$ cat config.mk
export PLATFORM = sky130hd
export DESIGN_NAME = key_address_encode_match_unit
export DESIGN_NICKNAME = d
export VERILOG_FILES = /design/src/sv/kam_pkg.sv /design/src/sv/kam_front.sv /design/src/sv/kam_queue.sv /design/src/sv/kam_encoder.sv /design/src/sv/key_address_encode_match_unit.sv
export SDC_FILE = /design/constraint.sdc
export NUM_CORES = 1
export LEC_CHECK = 0
export BUFFER_PORTS_ARGS = -buffer_cell sky130_fd_sc_hd__buf_4
export CAP_MARGIN = 30
export CELL_PAD_IN_SITES_DETAIL_PLACEMENT = 1
export CELL_PAD_IN_SITES_GLOBAL_PLACEMENT = 2
export CORE_MARGIN = 10
export CORE_UTILIZATION = 42
export CTS_CLUSTER_DIAMETER = 100
export CTS_CLUSTER_SIZE = 8
export DETAILED_ROUTE_END_ITERATION = 6
export PLACE_DENSITY_LB_ADDON = 0.1
export SYNTH_ARGS = -nofsm -noshare
export SYNTH_HDL_FRONTEND = slang
export SYNTH_HIERARCHICAL = 1
export SYNTH_SLANG_ARGS = --single-unit
$ cat constraint.sdc
create_clock -name aclk -period 10.7 [get_ports aclk]
set_input_delay 1.07 -clock aclk [delete_from_list [all_inputs] [get_ports aclk]]
set_output_delay 1.07 -clock aclk [all_outputs]
set_load 0.02 [all_outputs]
$ cat src/sv/kam_pkg.sv
package kam_pkg;

    localparam int SYM_W       = 5;
    localparam int SYM_SLOTS   = 12;
    localparam int SYM_VEC_W   = SYM_SLOTS * SYM_W;
    localparam int QUEUE_DEPTH = 4;
    localparam int QUEUE_PTR_W = $clog2(QUEUE_DEPTH);
    localparam int M_TDATA_W   = 32;
    localparam int CFG_DATA_W  = 55;

    localparam logic [15:0] CRC_POLY      = 16'h1021;
    localparam logic [7:0]  VERSION_RESET = 8'd48;

    typedef enum logic [2:0] {
        CFG_VERSION_BYTE   = 3'd0,
        CFG_PREFIX_SYMBOLS = 3'd1,
        CFG_PREFIX_LENGTH  = 3'd2,
        CFG_SUFFIX_SYMBOLS = 3'd3,
        CFG_SUFFIX_LENGTH  = 3'd4
    } cfg_index_t;

    typedef enum logic [2:0] {
        PH_HEAD,
        PH_KEY,
        PH_CRC_LO,
        PH_CRC_HI,
        PH_FLUSH
    } phase_t;

    typedef struct packed {
        logic [7:0]  version_byte;
        logic [54:0] prefix_symbols;
        logic [3:0]  prefix_length;
        logic [49:0] suffix_symbols;
        logic [3:0]  suffix_length;
    } kam_cfg_t;

    typedef struct packed {
        logic [7:0] key_byte;
        logic       first;
        logic       last;
    } kam_entry_t;

    // CRC-16/XMODEM over one byte, MSB first
    function automatic logic [15:0] crc16_byte(logic [15:0] crc, logic [7:0] data);
        logic [15:0] c;
        c = crc ^ {data, 8'h00};
        for (int i = 0; i < 8; i++) begin
            c = c[15] ? ((c << 1) ^ CRC_POLY) : (c << 1);
        end
        return c;
    endfunction

    function automatic logic [6:0] base32_char(logic [4:0] idx);
        if (idx < 5'd26) begin
            return 7'h41 + {2'b00, idx};
        end else begin
            return 7'h32 + {2'b00, idx - 5'd26};
        end
    endfunction

    function automatic logic [4:0] sym_at(logic [SYM_VEC_W-1:0] vec, logic [3:0] idx);
        if (idx < 4'(SYM_SLOTS)) begin
            return vec[idx*SYM_W +: SYM_W];
        end else begin
            return '0;
        end
    endfunction

endpackage

$ cat src/sv/kam_front.sv
module kam_front #(
    parameter int KEY_BYTES = 32
) (
    input  logic                  aclk,
    input  logic                  aresetn,
    input  logic                  s_tvalid,
    output logic                  s_tready,
    input  logic [7:0]            s_tdata,
    input  logic                  queue_full,
    output logic                  push,
    output kam_pkg::kam_entry_t   push_entry
);

    localparam logic [5:0] LAST_IDX = 6'(KEY_BYTES - 1);

    logic [5:0] byte_cnt_reg, byte_cnt_next;

    assign s_tready = !queue_full;
    assign push     = s_tvalid && s_tready;

    always_comb begin
        push_entry.key_byte = s_tdata;
        push_entry.first    = (byte_cnt_reg == 6'd0);
        push_entry.last     = (byte_cnt_reg == LAST_IDX);
        byte_cnt_next       = byte_cnt_reg;
        if (push) begin
            byte_cnt_next = push_entry.last ? 6'd0 : byte_cnt_reg + 6'd1;
        end
    end

    always_ff @(posedge aclk) begin
        if (!aresetn) begin
            byte_cnt_reg <= '0;
        end else begin
            byte_cnt_reg <= byte_cnt_next;
        end
    end

endmodule

$ cat src/sv/kam_queue.sv
module kam_queue (
    input  logic                  aclk,
    input  logic                  aresetn,
    input  logic                  push,
    input  kam_pkg::kam_entry_t   push_entry,
    input  logic                  pop,
    output logic                  full,
    output logic                  head_valid,
    output kam_pkg::kam_entry_t   head
);

    localparam int PW = kam_pkg::QUEUE_PTR_W;

    kam_pkg::kam_entry_t entry_reg [kam_pkg::QUEUE_DEPTH];
    logic [PW-1:0] wr_ptr_reg, wr_ptr_next;
    logic [PW-1:0] rd_ptr_reg, rd_ptr_next;
    logic [PW:0]   count_reg, count_next;

    assign full       = (count_reg == (PW+1)'(kam_pkg::QUEUE_DEPTH));
    assign head_valid = (count_reg != '0);
    assign head       = entry_reg[rd_ptr_reg];

    always_comb begin
        wr_ptr_next = push ? wr_ptr_reg + PW'(1) : wr_ptr_reg;
        rd_ptr_next = pop ? rd_ptr_reg + PW'(1) : rd_ptr_reg;
        count_next  = count_reg + (PW+1)'(push) - (PW+1)'(pop);
    end

    always_ff @(posedge aclk) begin
        if (!aresetn) begin
            wr_ptr_reg <= '0;
            rd_ptr_reg <= '0;
            count_reg  <= '0;
        end else begin
            wr_ptr_reg <= wr_ptr_next;
            rd_ptr_reg <= rd_ptr_next;
            count_reg  <= count_next;
        end
    end

    always_ff @(posedge aclk) begin
        if (push) begin
            entry_reg[wr_ptr_reg] <= push_entry;
        end
    end

    a_no_underflow: assert property (@(posedge aclk) disable iff (!aresetn)
        pop |-> head_valid)
        else $error("queue popped while empty");

endmodule

$ cat src/sv/kam_encoder.sv
module kam_encoder #(
    parameter int KEY_BYTES  = 32,
    parameter int PREFIX_MAX = 11,
    parameter int SUFFIX_MAX = 10
) (
    input  logic                               aclk,
    input  logic                               aresetn,
    input  kam_pkg::kam_cfg_t                  cfg,
    input  logic                               head_valid,
    input  kam_pkg::kam_entry_t                head,
    output logic                               pop,
    output logic                               m_tvalid,
    input  logic                               m_tready,
    output logic [kam_pkg::M_TDATA_W-1:0]      m_tdata,
    output logic                               m_tlast
);

    localparam int         ADDR_CHARS   = ((KEY_BYTES + 3) * 8 + 4) / 5;
    localparam logic [6:0] ADDR_CHARS_W = 7'(ADDR_CHARS);
    localparam logic [3:0] PMAX         = 4'(PREFIX_MAX);
    localparam logic [3:0] SMAX         = 4'(SUFFIX_MAX);

    kam_pkg::phase_t phase_reg, phase_next;
    logic [15:0] crc_reg, crc_next;
    logic [6:0]  buf_reg, buf_next;
    logic [2:0]  cnt_reg, cnt_next;
    logic [5:0]  pos_reg, pos_next;
    logic        prefix_ok_reg, prefix_ok_next;
    logic        suffix_ok_reg, suffix_ok_next;
    logic        out_valid_reg, out_valid_next;
    logic [kam_pkg::M_TDATA_W-1:0] tdata_reg, tdata_next;
    logic        tlast_reg, tlast_next;

    logic        can_emit, go, merge, last_char, prefix_ok_new, suffix_ok_new;
    logic [7:0]  byte_sel;
    logic [11:0] acc;
    logic [4:0]  sym;
    logic [2:0]  cnt_after;
    logic [6:0]  pos7, suf_start, suf_k;
    logic [3:0]  plen, slen;
    logic [kam_pkg::SYM_VEC_W-1:0] pvec, svec;

    assign m_tvalid = out_valid_reg;
    assign m_tdata  = tdata_reg;
    assign m_tlast  = tlast_reg;

    always_comb begin
        can_emit  = !out_valid_reg || m_tready;
        go        = can_emit && (cnt_reg >= 3'd5 || head_valid);
        merge     = (cnt_reg < 3'd5) && (phase_reg != kam_pkg::PH_FLUSH);
        last_char = (phase_reg == kam_pkg::PH_FLUSH) && (cnt_reg <= 3'd5);

        unique case (phase_reg)
            kam_pkg::PH_HEAD:   byte_sel = head.first ? cfg.version_byte : head.key_byte;
            kam_pkg::PH_KEY:    byte_sel = head.key_byte;
            kam_pkg::PH_CRC_LO: byte_sel = crc_reg[7:0];
            kam_pkg::PH_CRC_HI: byte_sel = crc_reg[15:8];
            default:            byte_sel = '0;
        endcase
        acc = {buf_reg[3:0], byte_sel};

        // drain a full symbol, merge the next byte, or shift out the tail
        if (cnt_reg >= 3'd5) begin
            cnt_after = cnt_reg - 3'd5;
            sym       = 5'(buf_reg >> cnt_after);
            buf_next  = buf_reg & ((7'd1 << cnt_after) - 7'd1);
        end else if (merge) begin
            cnt_after = cnt_reg + 3'd3;
            sym       = 5'(acc >> (cnt_reg + 3'd3));
            buf_next  = acc[6:0] & ((7'd1 << cnt_after) - 7'd1);
        end else begin
            cnt_after = '0;
            sym       = 5'(buf_reg[4:0] << (3'd5 - cnt_reg));
            buf_next  = '0;
        end

        pos7      = {1'b0, pos_reg};
        plen      = (cfg.prefix_length > PMAX) ? PMAX : cfg.prefix_length;
        slen      = (cfg.suffix_length > SMAX) ? SMAX : cfg.suffix_length;
        if ({3'b000, slen} > ADDR_CHARS_W) begin
            slen = ADDR_CHARS_W[3:0];
        end
        pvec      = kam_pkg::SYM_VEC_W'(cfg.prefix_symbols);
        svec      = kam_pkg::SYM_VEC_W'(cfg.suffix_symbols);
        suf_start = ADDR_CHARS_W - {3'b000, slen};
        suf_k     = pos7 - suf_start;

        prefix_ok_new = prefix_ok_reg;
        if (pos7 < {3'b000, plen} && kam_pkg::sym_at(pvec, pos_reg[3:0]) != sym) begin
            prefix_ok_new = 1'b0;
        end
        suffix_ok_new = suffix_ok_reg;
        if (slen != 4'd0 && pos7 >= suf_start && pos7 < ADDR_CHARS_W
                && kam_pkg::sym_at(svec, suf_k[3:0]) != sym) begin
            suffix_ok_new = 1'b0;
        end

        phase_next     = phase_reg;
        crc_next       = crc_reg;
        cnt_next       = cnt_reg;
        pos_next       = pos_reg;
        prefix_ok_next = prefix_ok_reg;
        suffix_ok_next = suffix_ok_reg;
        pop            = 1'b0;
        out_valid_next = out_valid_reg && !m_tready;
        tdata_next     = tdata_reg;
        tlast_next     = tlast_reg;

        if (go) begin
            out_valid_next = 1'b1;
            tlast_next     = last_char;
            tdata_next     = {2'b00,
                              last_char ? crc_reg : 16'h0000,
                              last_char && prefix_ok_new && suffix_ok_new,
                              pos_reg,
                              kam_pkg::base32_char(sym)};
            if (last_char) begin
                // address done: drop the entry and start over
                pop            = 1'b1;
                phase_next     = kam_pkg::PH_HEAD;
                crc_next       = '0;
                cnt_next       = '0;
                buf_next       = '0;
                pos_next       = '0;
                prefix_ok_next = 1'b1;
                suffix_ok_next = 1'b1;
            end else begin
                cnt_next       = cnt_after;
                pos_next       = pos_reg + 6'd1;
                prefix_ok_next = prefix_ok_new;
                suffix_ok_next = suffix_ok_new;
                if (merge) begin
                    unique case (phase_reg)
                        kam_pkg::PH_HEAD: begin
                            crc_next = kam_pkg::crc16_byte(crc_reg, byte_sel);
                            if (head.first) begin
                                phase_next = kam_pkg::PH_KEY;
                            end else if (head.last) begin
                                phase_next = kam_pkg::PH_CRC_LO;
                            end else begin
                                pop = 1'b1;
                            end
                        end
                        kam_pkg::PH_KEY: begin
                            crc_next = kam_pkg::crc16_byte(crc_reg, byte_sel);
                            if (head.last) begin
                                phase_next = kam_pkg::PH_CRC_LO;
                            end else begin
                                phase_next = kam_pkg::PH_HEAD;
                                pop        = 1'b1;
                            end
                        end
                        kam_pkg::PH_CRC_LO: phase_next = kam_pkg::PH_CRC_HI;
                        kam_pkg::PH_CRC_HI: phase_next = kam_pkg::PH_FLUSH;
                        default:            phase_next = phase_reg;
                    endcase
                end
            end
        end else begin
            buf_next = buf_reg;
        end
    end

    always_ff @(posedge aclk) begin
        if (!aresetn) begin
            phase_reg     <= kam_pkg::PH_HEAD;
            crc_reg       <= '0;
            buf_reg       <= '0;
            cnt_reg       <= '0;
            pos_reg       <= '0;
            prefix_ok_reg <= 1'b1;
            suffix_ok_reg <= 1'b1;
            out_valid_reg <= 1'b0;
        end else begin
            phase_reg     <= phase_next;
            crc_reg       <= crc_next;
            buf_reg       <= buf_next;
            cnt_reg       <= cnt_next;
            pos_reg       <= pos_next;
            prefix_ok_reg <= prefix_ok_next;
            suffix_ok_reg <= suffix_ok_next;
            out_valid_reg <= out_valid_next;
        end
    end

    always_ff @(posedge aclk) begin
        tdata_reg <= tdata_next;
        tlast_reg <= tlast_next;
    end

    a_end_clears: assert property (@(posedge aclk) disable iff (!aresetn)
        (go && last_char) |=> (pos_reg == 6'd0 && cnt_reg == 3'd0
                               && phase_reg == kam_pkg::PH_HEAD))
        else $error("state not cleared after last character");

    a_entry_held: assert property (@(posedge aclk) disable iff (!aresetn)
        (phase_reg != kam_pkg::PH_HEAD) |-> head_valid)
        else $error("entry lost in the middle of its sequence");

    a_tail_fields_zero: assert property (@(posedge aclk) disable iff (!aresetn)
        (out_valid_reg && !tlast_reg) |-> (tdata_reg[29:13] == '0))
        else $error("match or checksum set on a non-final character");

endmodule

$ cat src/sv/key_address_encode_match_unit.sv
// Key bytes pass through the queue to the encoder, whose character output is registered.
// Throughput: one character per cycle while m_tready is high and the queue holds an entry;
// an address of KEY_BYTES bytes gives ((KEY_BYTES + 3) * 8 + 4) / 5 characters (56 for 32 bytes),
// sent through the single-character output stage of the encoder.
// A four-entry queue lets the input side run ahead of the encoder.
// Reset clears the address state; the registers return to version 48 and empty patterns.
module key_address_encode_match_unit #(
    parameter int KEY_BYTES  = 32,
    parameter int PREFIX_MAX = 11,
    parameter int SUFFIX_MAX = 10
) (
    input  logic                                aclk,
    input  logic                                aresetn,
    input  logic                                s_tvalid,
    output logic                                s_tready,
    input  logic [7:0]                          s_tdata,   // [7:0] key_byte
    output logic                                m_tvalid,
    input  logic                                m_tready,
    // [6:0] symbol_char, [12:7] symbol_position, [13] key_matches, [29:14] checksum
    output logic [kam_pkg::M_TDATA_W-1:0]       m_tdata,
    output logic                                m_tlast,   // last_symbol
    input  logic                                cfg_valid,
    output logic                                cfg_ready,
    input  logic [2:0]                          cfg_index,
    input  logic [kam_pkg::CFG_DATA_W-1:0]      cfg_data
);

    kam_pkg::kam_cfg_t   cfg_reg, cfg_next;
    kam_pkg::kam_entry_t push_entry, head;
    logic push, pop, queue_full, head_valid;

    assign cfg_ready = 1'b1;

    always_comb begin
        cfg_next = cfg_reg;
        if (cfg_valid && cfg_ready) begin
            unique case (cfg_index)
                kam_pkg::CFG_VERSION_BYTE:   cfg_next.version_byte   = cfg_data[7:0];
                kam_pkg::CFG_PREFIX_SYMBOLS: cfg_next.prefix_symbols = cfg_data[54:0];
                kam_pkg::CFG_PREFIX_LENGTH:  cfg_next.prefix_length  = cfg_data[3:0];
                kam_pkg::CFG_SUFFIX_SYMBOLS: cfg_next.suffix_symbols = cfg_data[49:0];
                kam_pkg::CFG_SUFFIX_LENGTH:  cfg_next.suffix_length  = cfg_data[3:0];
                default:                     cfg_next = cfg_reg;
            endcase
        end
    end

    always_ff @(posedge aclk) begin
        if (!aresetn) begin
            cfg_reg.version_byte   <= kam_pkg::VERSION_RESET;
            cfg_reg.prefix_symbols <= '0;
            cfg_reg.prefix_length  <= '0;
            cfg_reg.suffix_symbols <= '0;
            cfg_reg.suffix_length  <= '0;
        end else begin
            cfg_reg <= cfg_next;
        end
    end

    kam_front #(
        .KEY_BYTES (KEY_BYTES)
    ) u_front (
        .aclk       (aclk),
        .aresetn    (aresetn),
        .s_tvalid   (s_tvalid),
        .s_tready   (s_tready),
        .s_tdata    (s_tdata),
        .queue_full (queue_full),
        .push       (push),
        .push_entry (push_entry)
    );

    kam_queue u_queue (
        .aclk       (aclk),
        .aresetn    (aresetn),
        .push       (push),
        .push_entry (push_entry),
        .pop        (pop),
        .full       (queue_full),
        .head_valid (head_valid),
        .head       (head)
    );

    kam_encoder #(
        .KEY_BYTES  (KEY_BYTES),
        .PREFIX_MAX (PREFIX_MAX),
        .SUFFIX_MAX (SUFFIX_MAX)
    ) u_encoder (
        .aclk       (aclk),
        .aresetn    (aresetn),
        .cfg        (cfg_reg),
        .head_valid (head_valid),
        .head       (head),
        .pop        (pop),
        .m_tvalid   (m_tvalid),
        .m_tready   (m_tready),
        .m_tdata    (m_tdata),
        .m_tlast    (m_tlast)
    );

endmodule

==> results of run 1 <==
-- cells by family (layout without fill, tap and decap cells) --
kind of cell    after synthesis  in the layout  synth area share [%]
simple gates                433            433                  16.1
flops                       245            245                  44.1
mux                         194            194                  18.3
compound gates              180            180                  9.95
buf+inv                     122            214                  4.48
xor+xnor                     55             55                  3.89
fa+ha+maj                    30             30                  3.07
other cells                   2              4                0.0590
-- final timing paths --
path                                               to  depth (start not counted)         from
worst max-delay path            u_encoder/m_tdata[13]                         10         flop
worst min-delay path                      cfg_reg[91]                          2  cfg_reg[91]
worst max register to register  u_encoder/m_tdata[13]                         10         flop
worst min register to register            cfg_reg[91]                          2  cfg_reg[91]
-- through the flow --
step | hold slack (ps) | total power, mW
global placement | 440 | 3.27
detailed placement | 448 | 3.31
global route | 469 | 4.66
CTS | 454 | 4.40
finish | 454 | 4.36
floorplan | 432 | 2.72
-- Yosys cell counts, drive strengths merged, types with 5 or more instances --
cell type | count | area, um^2
xor2 | 18 | 158
edfxtp | 71 | 2130
a21boi | 9 | 67.6
o211ai | 9 | 67.6
o31ai | 5 | 37.5
and2 | 33 | 209
o31a | 5 | 43.8
mux2i | 153 | 1530
a21oi | 34 | 170
mux2 | 11 | 124
a211oi | 7 | 52.6
inv | 32 | 120
buf | 44 | 277
nand4 | 8 | 50.1
nor2 | 45 | 171
nand3 | 20 | 105
ha | 28 | 350
nor2b | 29 | 181
mux4 | 30 | 676
nand2 | 235 | 882
o21ai | 39 | 195
clkbuf | 45 | 170
and3 | 5 | 31.3
a22oi | 20 | 150
nand2b | 8 | 50.1
nor4 | 5 | 31.3
xnor2 | 36 | 315
dfxtp | 174 | 3480
a311oi | 5 | 61.3
nor3 | 17 | 90.1
-- report_power, final --
part           switching [mW]  internal [mW]
Combinational            1.24          0.802
Clock                   0.418          0.652
Sequential              0.108           1.14
-- metal layers --
layer / vias to the layer above / track usage [%] / share of wire [%] / wire length (um)
li1: 4622 / - / - / -
met1: 4842 / 27.0 / 49 / 18100
met2: 148 / 28.9 / 45 / 16600
met3: 55 / 3.20 / 3.7 / 1360
met4: 0 / 4.63 / 1.9 / 684
met5: - / 0 / 0 / 0
-- area by class of cell --
class | count | area (um^2)
diodes | 1 | 2.50
fillers | 3328 | 15000
flip-flops and latches | 245 | 5620
well taps | 390 | 488
multi-input cells | 895 | 6540
repair buffers | 125 | 960
clock inverters | 1 | 16.3
inverters | 33 | 124
clock buffers | 55 | 1020
-- worst max-delay path, delay by kind of cell (launching register included) --
family | cells | cell delay (ps)
muxes | 3 | 1600
AOI/OAI and AO/OA | 4 | 1310
DFF | 1 | 730
and+or+nand+nor | 1 | 310
buffers and inverters | 1 | 280
xor gates and xnor gates | 1 | 230
==> impl_metrics.tcl, run 1 <==
set metrics [dict create \
    status "complete, no violations" \
    synthFlopType "dfxtp_1" \
    wl_per_cell_um 21.0 \
    grt_pass1_wl_um 58300 \
    path_max_fanout 13 \
    ioPinCount 107 \
    via_count 9667 \
    stdcell_count 1745 \
    hold_buffers 0 \
    cpPeakStageDelay_ps 780 \
    power.leakage_nw 5.76 \
    hold_violations 0 \
    period_share_pct 42.8 \
    tns_ps 0 \
    place_area_mm2 0.0137 \
    yosys_warnings 6 \
    cp_cell_sequence "mux4_2 > mux2_2 > mux4_2 > o22ai_1 > a21oi_1 > o41ai_1 > inv_1 > xnor2_1 > nor4_1 > o221a_1" \
    rows 63 \
    synth_edf_count 71 \
    drc 0 \
    worstSetupPathType "flop to flop" \
    grt_setup_unrepaired "false" \
    drt_iter0_drc 504 \
    viasPerCell 5.54 \
    placed_cells 1687 \
    die_area_mm2 0.0377 \
    synthArstFlopShare_pct 0 \
    final_common_cell "nand2_1" \
    ir_drop_uv 125 \
    final_cell_mix "235 x nand2_1, 174 x dfxtp_1, 153 x mux2i_1" \
    power_density_mw_per_mm2 295 \
    first_global_vias 9997 \
    cts-resized-gates 0 \
    cts_buffers 36 \
    die_y_um 194 \
    drtPass1Iterations 5 \
    layout-drive-gt1-share_pct 16.5 \
    synth_cell_types 84 \
    fin_skew_ps 25.6 \
    fin_crit_ps 4580 \
    core_area_mm2 0.0298 \
    syn_area_per_cell_um2 10.1 \
    drt_wl_total_um 36700 \
    cts_buffer_depth 3 \
    die_w_um 194 \
    clock_sinks 245 \
    max_slew_margin_pct 35.5 \
    rrSetupSlack_ps 6120 \
    clkTransAtPathRegs_ps 50 \
    hpwl_um 25900 \
    max_freq_mhz 218 \
    h-tree-depth 2 \
    slew_viol_final 0 \
    largest_reg_flops 121 \
    tightest_slew_ps 955 \
    post_cts_buffers 0 \
    grt-ovfl-total 0 \
    synthToLayoutAreaGrowth_pct 16.1 \
    cp.required_ps 11090 \
    pre_cts_slack_ps 6080 \
    synthCells 1261 \
    port_buffers 103 \
    grt_max_degree 83 \
    ant_nets 0 \
    crit_top_cell "mux4_2" \
    tritoncts "built" \
    fin_util_pct 49.6 \
    slowest_stage "o41ai_1" \
    root_buffer "clkbuf_16" \
    grt.total_usage_pct 18.9 \
    stdcell_area_mm2 0.0148 \
    maxCapViolCount 0 \
    finalWorstSetupSlack_ps 6120 \
    worstPathArrival_ps 4970 \
    hold_class "flop to flop" \
    worstSetupEndpointType "flop" \
    netlist_area_mm2 0.0127 \
    gp_congestion 0.869 \
    clk_latency_ps 520 \
    setup_viol_count_final 0 \
    synth-seq-area-share_pct 44.1 \
    synth-seq-cells 245 \
    fin_nets 1437 \
    start_util_pct 42.7 \
    startpoint_type "flop" \
    antenna_found_initial 0 \
]
Note: power is estimated with default switching activity, not from simulation.
==> run 2, diff against run 1 <==
--- a/config.mk
+++ b/config.mk
@@ -10,7 +10,7 @@
 export CELL_PAD_IN_SITES_DETAIL_PLACEMENT = 1
 export CELL_PAD_IN_SITES_GLOBAL_PLACEMENT = 2
 export CORE_MARGIN = 10
-export CORE_UTILIZATION = 42
+export CORE_UTILIZATION = 35
 export CTS_CLUSTER_DIAMETER = 100
 export CTS_CLUSTER_SIZE = 8
 export DETAILED_ROUTE_END_ITERATION = 6
==> constraint.sdc (replaced) <==
create_clock -name aclk -period 3.95 [get_ports aclk]
set_input_delay 0.395 -clock aclk [delete_from_list [all_inputs] [get_ports aclk]]
set_output_delay 0.395 -clock aclk [all_outputs]
set_load 0.02 [all_outputs]
==> run 2 against run 1 <==
Compared with the run above: routed wire length increased by 4.3%; worst hold slack got worse by 380 ps; register-to-register slack worse by 5900 ps; final area is 2.3% higher; critical path type unchanged; sequential power grew to 2.7 times the previous value; clock power rose to 2.7 times the previous value; clock skew is 12 ps lower; sequential share of layout area shrank 0.85 points; global-route usage shrank 1.6 points; count of clock-buffer cells in the layout down 1; largest cell class unchanged; final cell count grew 6.0%.
==> impl_metrics.tcl, run 2 (synthesis results as in run 1) <==
set metrics [dict create \
    power_density_mw_per_mm2 809 \
    max_freq_mhz 270 \
    grt_setup_unrepaired "false" \
    placed_cells 1791 \
    status "complete, no violations" \
    path_max_fanout 9 \
    clock_sinks 245 \
    synthToLayoutAreaGrowth_pct 18.8 \
    fin_nets 1470 \
    root_buffer "clkbuf_16" \
    gp_congestion 0.859 \
    rows 69 \
    h-tree-depth 2 \
    cp_cell_sequence "mux4_2 > buf_4 > nor3b_1 > a211oi_1 > buf_4 > o21ai_0 > a311oi_1 > o41ai_4 > buf_4 > ha_1 > nor2_2 > mux2_2" \
    startpoint_type "flop" \
    cp.required_ps 4230 \
    worstSetupPathType "flop to flop" \
    max_slew_margin_pct 36.2 \
    multi_input_area_mm2 0.00656 \
    tritoncts "built" \
    place_area_mm2 0.0141 \
    ioPinCount 107 \
    die_y_um 211 \
    crit_top_cell "buf_4" \
    p_seq_share_pct 27.8 \
    filler_cell_count 4027 \
    die_area_mm2 0.0444 \
    drt_iter0_drc 426 \
    cts_buffer_depth 3 \
    clkTransAtPathRegs_ps 50 \
    antenna_found_initial 0 \
    ant_nets 0 \
    wl_per_cell_um 20.7 \
    cts_buffers 36 \
    grt-ovfl-total 0 \
    power.leakage_nw 5.93 \
    slowest_stage "mux4_2" \
    p_sw_share_pct 40.3 \
    final_cell_mix "235 x nand2_1, 173 x dfxtp_1, 156 x buf_4" \
    tightest_slew_ps 957 \
    drt_wl_total_um 38300 \
    via_count 9617 \
    ir_drop_uv 293 \
    p_int_mw 7.30 \
    layout-drive-gt1-share_pct 18.7 \
    stdcell_area_mm2 0.0151 \
    worstSetupEndpointType "flop" \
    start_util_pct 35.6 \
    drtPass1Iterations 5 \
    grt_pass1_wl_um 60700 \
    largest_reg_flops 121 \
    stdcell_count 1849 \
    viasPerCell 5.20 \
    maxCapViolCount 0 \
    antennaDiodeCount 0 \
    setup_viol_count_final 0 \
    slew_viol_final 0 \
    drc 0 \
    seq_area_mm2 0.00562 \
    tns_ps 0 \
    fin_skew_ps 13.9 \
    clkPwrFrac_pct 23.6 \
    die_w_um 211 \
    period_share_pct 93.7 \
    final_common_cell "nand2_1" \
    p_sw_mw 4.93 \
    hold_violations 0 \
    cpPeakStageDelay_ps 590 \
    comb_power_share_pct 48.7 \
    hpwl_um 27900 \
    clk_latency_ps 540 \
    port_buffers 103 \
    core_area_mm2 0.0357 \
    grt_max_degree 94 \
    path_buf_inv 3 \
    cp_top_family "compound AO/OA/AOI/OAI gates" \
    worstPathArrival_ps 3980 \
    grt.total_usage_pct 17.3 \
    fin_crit_ps 3700 \
    first_global_vias 10200 \
    hold_class "input pin to flop" \
]
==> run 2: layout make-up <==
cell class                      instances  share of cell area, %
Clock buffer                           54                   6.55
Clock inverter                          3                  0.339
Inverter                               33                  0.819
Multi-Input combinational cell        895                   43.4
Sequential cell                       245                   37.2
Tap cell                              461                   3.82
Timing Repair Buffer                  158                   7.95
==> run 2: timing repair <==
action | in CTS | in global routing
gates resized for setup | 0 | 3
hold buffers | 0 | 0
endpoints found under the setup margin | 0 | 4
setup buffers | 0 | 1
==> run 2: worst paths after layout <==
| path | slack (ps) | startpoint | cells past startpoint | end |
|---|---|---|---|---|
| setup reg to reg | 250 | flop | 12 | u_encoder/m_tdata[1] |
| setup / recovery | 250 | flop | 12 | u_encoder/m_tdata[1] |
| hold reg to reg | 460 | cfg_reg[68] | 2 | cfg_reg[68] |
| hold / removal | 70 | s_tdata[3] | 1 | u_queue/entry_reg[3][5] |
==> run 2: per-layer routing <==
metal,GRT usage (%),share of wire [%]
met2,26.2,44
met4,4.67,1.7
met1,24.8,51
met5,0,0
met3,2.73,3.7
==> run 2: power groups by stage <==
stage,clock [mW],combinational [mW],sequential [mW]
6_report,2.88,5.95,3.40
5_1_grt,3.09,6.57,3.45
2_1_floorplan,0,3.86,3.51
3_3_place_gp,0,5.87,3.44
3_5_place_dp,0,5.92,3.45
4_1_cts,2.98,5.95,3.40
==> run 2: stage by stage <==
stage | util (%) | setup slack [ps] | hold slack [ps] | total power [mW]
2_1_floorplan | - | 108 | 432 | 7.38
3_3_place_gp | 39.3 | 224 | 439 | 9.31
3_5_place_dp | 39.3 | 142 | 447 | 9.37
4_1_cts | 42.3 | 120 | 46.1 | 12.3
5_1_grt | 42.3 | 25.3 | 53.0 | 13.1
6_report | 42.3 | 248 | 70.4 | 12.2
==> run 3, diff against run 2 <==
--- a/config.mk
+++ b/config.mk
@@ -11,6 +11,7 @@
 export CELL_PAD_IN_SITES_GLOBAL_PLACEMENT = 2
 export CORE_MARGIN = 10
 export CORE_UTILIZATION = 35
+export CTS_BUF_LIST = sky130_fd_sc_hd__clkbuf_8 sky130_fd_sc_hd__clkbuf_16
 export CTS_CLUSTER_DIAMETER = 100
 export CTS_CLUSTER_SIZE = 8
 export DETAILED_ROUTE_END_ITERATION = 6
==> run 3 against run 2 <==
Compared with the run above: critical path depth unchanged; clock skew barely moved; maximum frequency rose by 0.20%; power fell by 0.38%; clock power down 1%; first-iteration DRC count up 3.1%; combinational power hardly changed; worst setup slack improved by 7.5 ps; sequential power about the same; critical path type unchanged; largest power group unchanged; highest routed layer unchanged.
==> impl_metrics.tcl, run 3 (synthesis results as in run 1) <==
set metrics [dict create \
    power.leakage_nw 6.00 \
    grt.total_usage_pct 17.3 \
    status "complete, no violations" \
    h-tree-depth 2 \
    period_share_pct 93.5 \
    start_util_pct 35.6 \
    rrSetupSlack_ps 260 \
    max_freq_mhz 271 \
    drtPass1Iterations 4 \
    power_density_mw_per_mm2 806 \
    hold_depth 1 \
    gp_congestion 0.859 \
    maxCapViolCount 0 \
    crit_top_cell "buf_4" \
    startpoint_type "flop" \
    worstSetupEndpointType "flop" \
    slowest_stage "mux4_2" \
    antenna_found_initial 0 \
    stdcell_area_mm2 0.0151 \
    core_area_mm2 0.0357 \
    layout-drive-gt1-share_pct 18.7 \
    ir_drop_uv 293 \
    die_area_mm2 0.0444 \
    die_w_um 211 \
    root_buffer "clkbuf_16" \
    grt-ovfl-total 0 \
    worstPathArrival_ps 3970 \
    drc 0 \
    hpwl_um 27900 \
    antennaDiodeCount 0 \
    ant_nets 0 \
    place_area_mm2 0.0141 \
    clock_sinks 245 \
    worstSetupPathType "flop to flop" \
    clk_latency_ps 530 \
    grt_setup_unrepaired "false" \
    ioPinCount 107 \
    clkPwrFrac_pct 23.3 \
    fin_skew_ps 13.9 \
    whs_endpoint "u_queue/entry_reg[3][5]" \
    comb_power_share_pct 48.8 \
    finalWorstSetupSlack_ps 256 \
    cp_cell_sequence "mux4_2 > buf_4 > nor3b_1 > a211oi_1 > buf_4 > o21ai_0 > a311oi_1 > o41ai_4 > buf_4 > ha_1 > nor2_2 > mux2_2" \
    tns_ps 0 \
    viasPerCell 5.20 \
    p_seq_share_pct 27.9 \
    cts_buffers 36 \
    reg2reg_depth 12 \
    hold_start "s_tdata[3]" \
    final_common_cell "nand2_1" \
    grt_pass1_wl_um 60700 \
    hold_class "input pin to flop" \
    cp.required_ps 4230 \
    drt_wl_total_um 38300 \
    p_total_mw 12.2 \
    p_int_mw 7.25 \
    setup_viol_count_final 0 \
    fin_nets 1470 \
    drt_iter0_drc 439 \
    wl_per_cell_um 20.7 \
    pre_cts_slack_ps 142 \
    clkTransAtPathRegs_ps 50 \
    hold_buffers 0 \
    whs_ps 70.4 \
    port_buffers 103 \
    timing.rr.end "u_encoder/m_tdata[1]" \
    fin_crit_ps 3690 \
    slew_viol_final 0 \
    p_sw_mw 4.93 \
    final_cell_mix "235 x nand2_1, 173 x dfxtp_1, 156 x buf_4" \
    cts_buffer_depth 3 \
    die_y_um 211 \
    max_slew_margin_pct 36.2 \
    first_global_vias 10200 \
    largest_reg_flops 121 \
    tightest_slew_ps 957 \
    hold_violations 0 \
    rows 69 \
    tritoncts "built" \
    cpPeakStageDelay_ps 590 \
    grt_max_degree 94 \
    via_count 9608 \
    synthToLayoutAreaGrowth_pct 18.8 \
    p_sw_share_pct 40.5 \
    path_max_fanout 9 \
]
-- run 3: cell types whose count changed in the layout (fill, tap and decap cells not counted) --
cell and change:
inv_1 +17, clkbuf_1 -17
-- run 3: routing by layer --
| metal | track usage [%] | routed length [um] | vias to the layer above |
|---|---|---|---|
| met5 | 0 | 0 | - |
| met4 | 4.67 | 656 | 0 |
| met3 | 2.73 | 1330 | 46 |
| met2 | 26.2 | 16800 | 157 |
| met1 | 24.8 | 19500 | 4720 |
| li1 | - | - | 4685 |
-- run 3: power by group through the flow --
stage          clock [mW]  sequential, mW  combinational (mW)
3_3_place_gp            0            3.44                5.87
4_1_cts              2.94            3.40                5.95
5_1_grt              3.05            3.45                6.57
6_report             2.84            3.39                5.95
3_5_place_dp            0            3.45                5.92
2_1_floorplan           0            3.51                3.86
-- run 3: cell type report --
cell class                 instances  area [um^2]
timing repair buffer             158         1200
sequential                       245         5620
tap                              461          577
inverter                          33          124
fill                            4027        20600
multi-input combinational        895         6560
clock buffer                      37          926
clock inverter                    20          115
-- run 3: how the worst max path moves through the flow --
| stage | startpoint | to | slack [ps] | cells past startpoint |
|---|---|---|---|---|
| 2_1_floorplan | u_encoder/pos_reg[0] | u_encoder/m_tdata[13] | 110 | 12 |
| 3_3_place_gp | flop | u_encoder/m_tdata[1] | 220 | 9 |
| 3_5_place_dp | flop | u_encoder/m_tdata[1] | 140 | 9 |
| 4_1_cts | flop | u_encoder/m_tdata[1] | 120 | 9 |
| 5_1_grt | flop | u_encoder/m_tdata[13] | 30 | 12 |
| 6_report | flop | u_encoder/m_tdata[1] | 260 | 12 |
-- run 3: per-stage QoR --
step	cells	utilization, %
after floorplan	1262	-
after global placement	1791	39.3
after detailed placement	1791	39.3
after CTS	1848	42.3
after global routing	1849	42.3
final	1849	42.3
-- run 3: worst max-delay path: cells and delay by family (launching register included) --
family / cells / cell delay [ps]
multiplexers: 2 / 950
AO/OA/AOI/OAI: 4 / 940
adder cells (fa/ha/maj): 1 / 240
buffers and inverters: 3 / 540
AND/OR/NAND/NOR: 2 / 410
flip-flops: 1 / 370
-- run 3: what timing repair did --
action                     CTS  global route
setup endpoints to repair    0             4
setup buffers                0             1
gates resized for setup      0             3
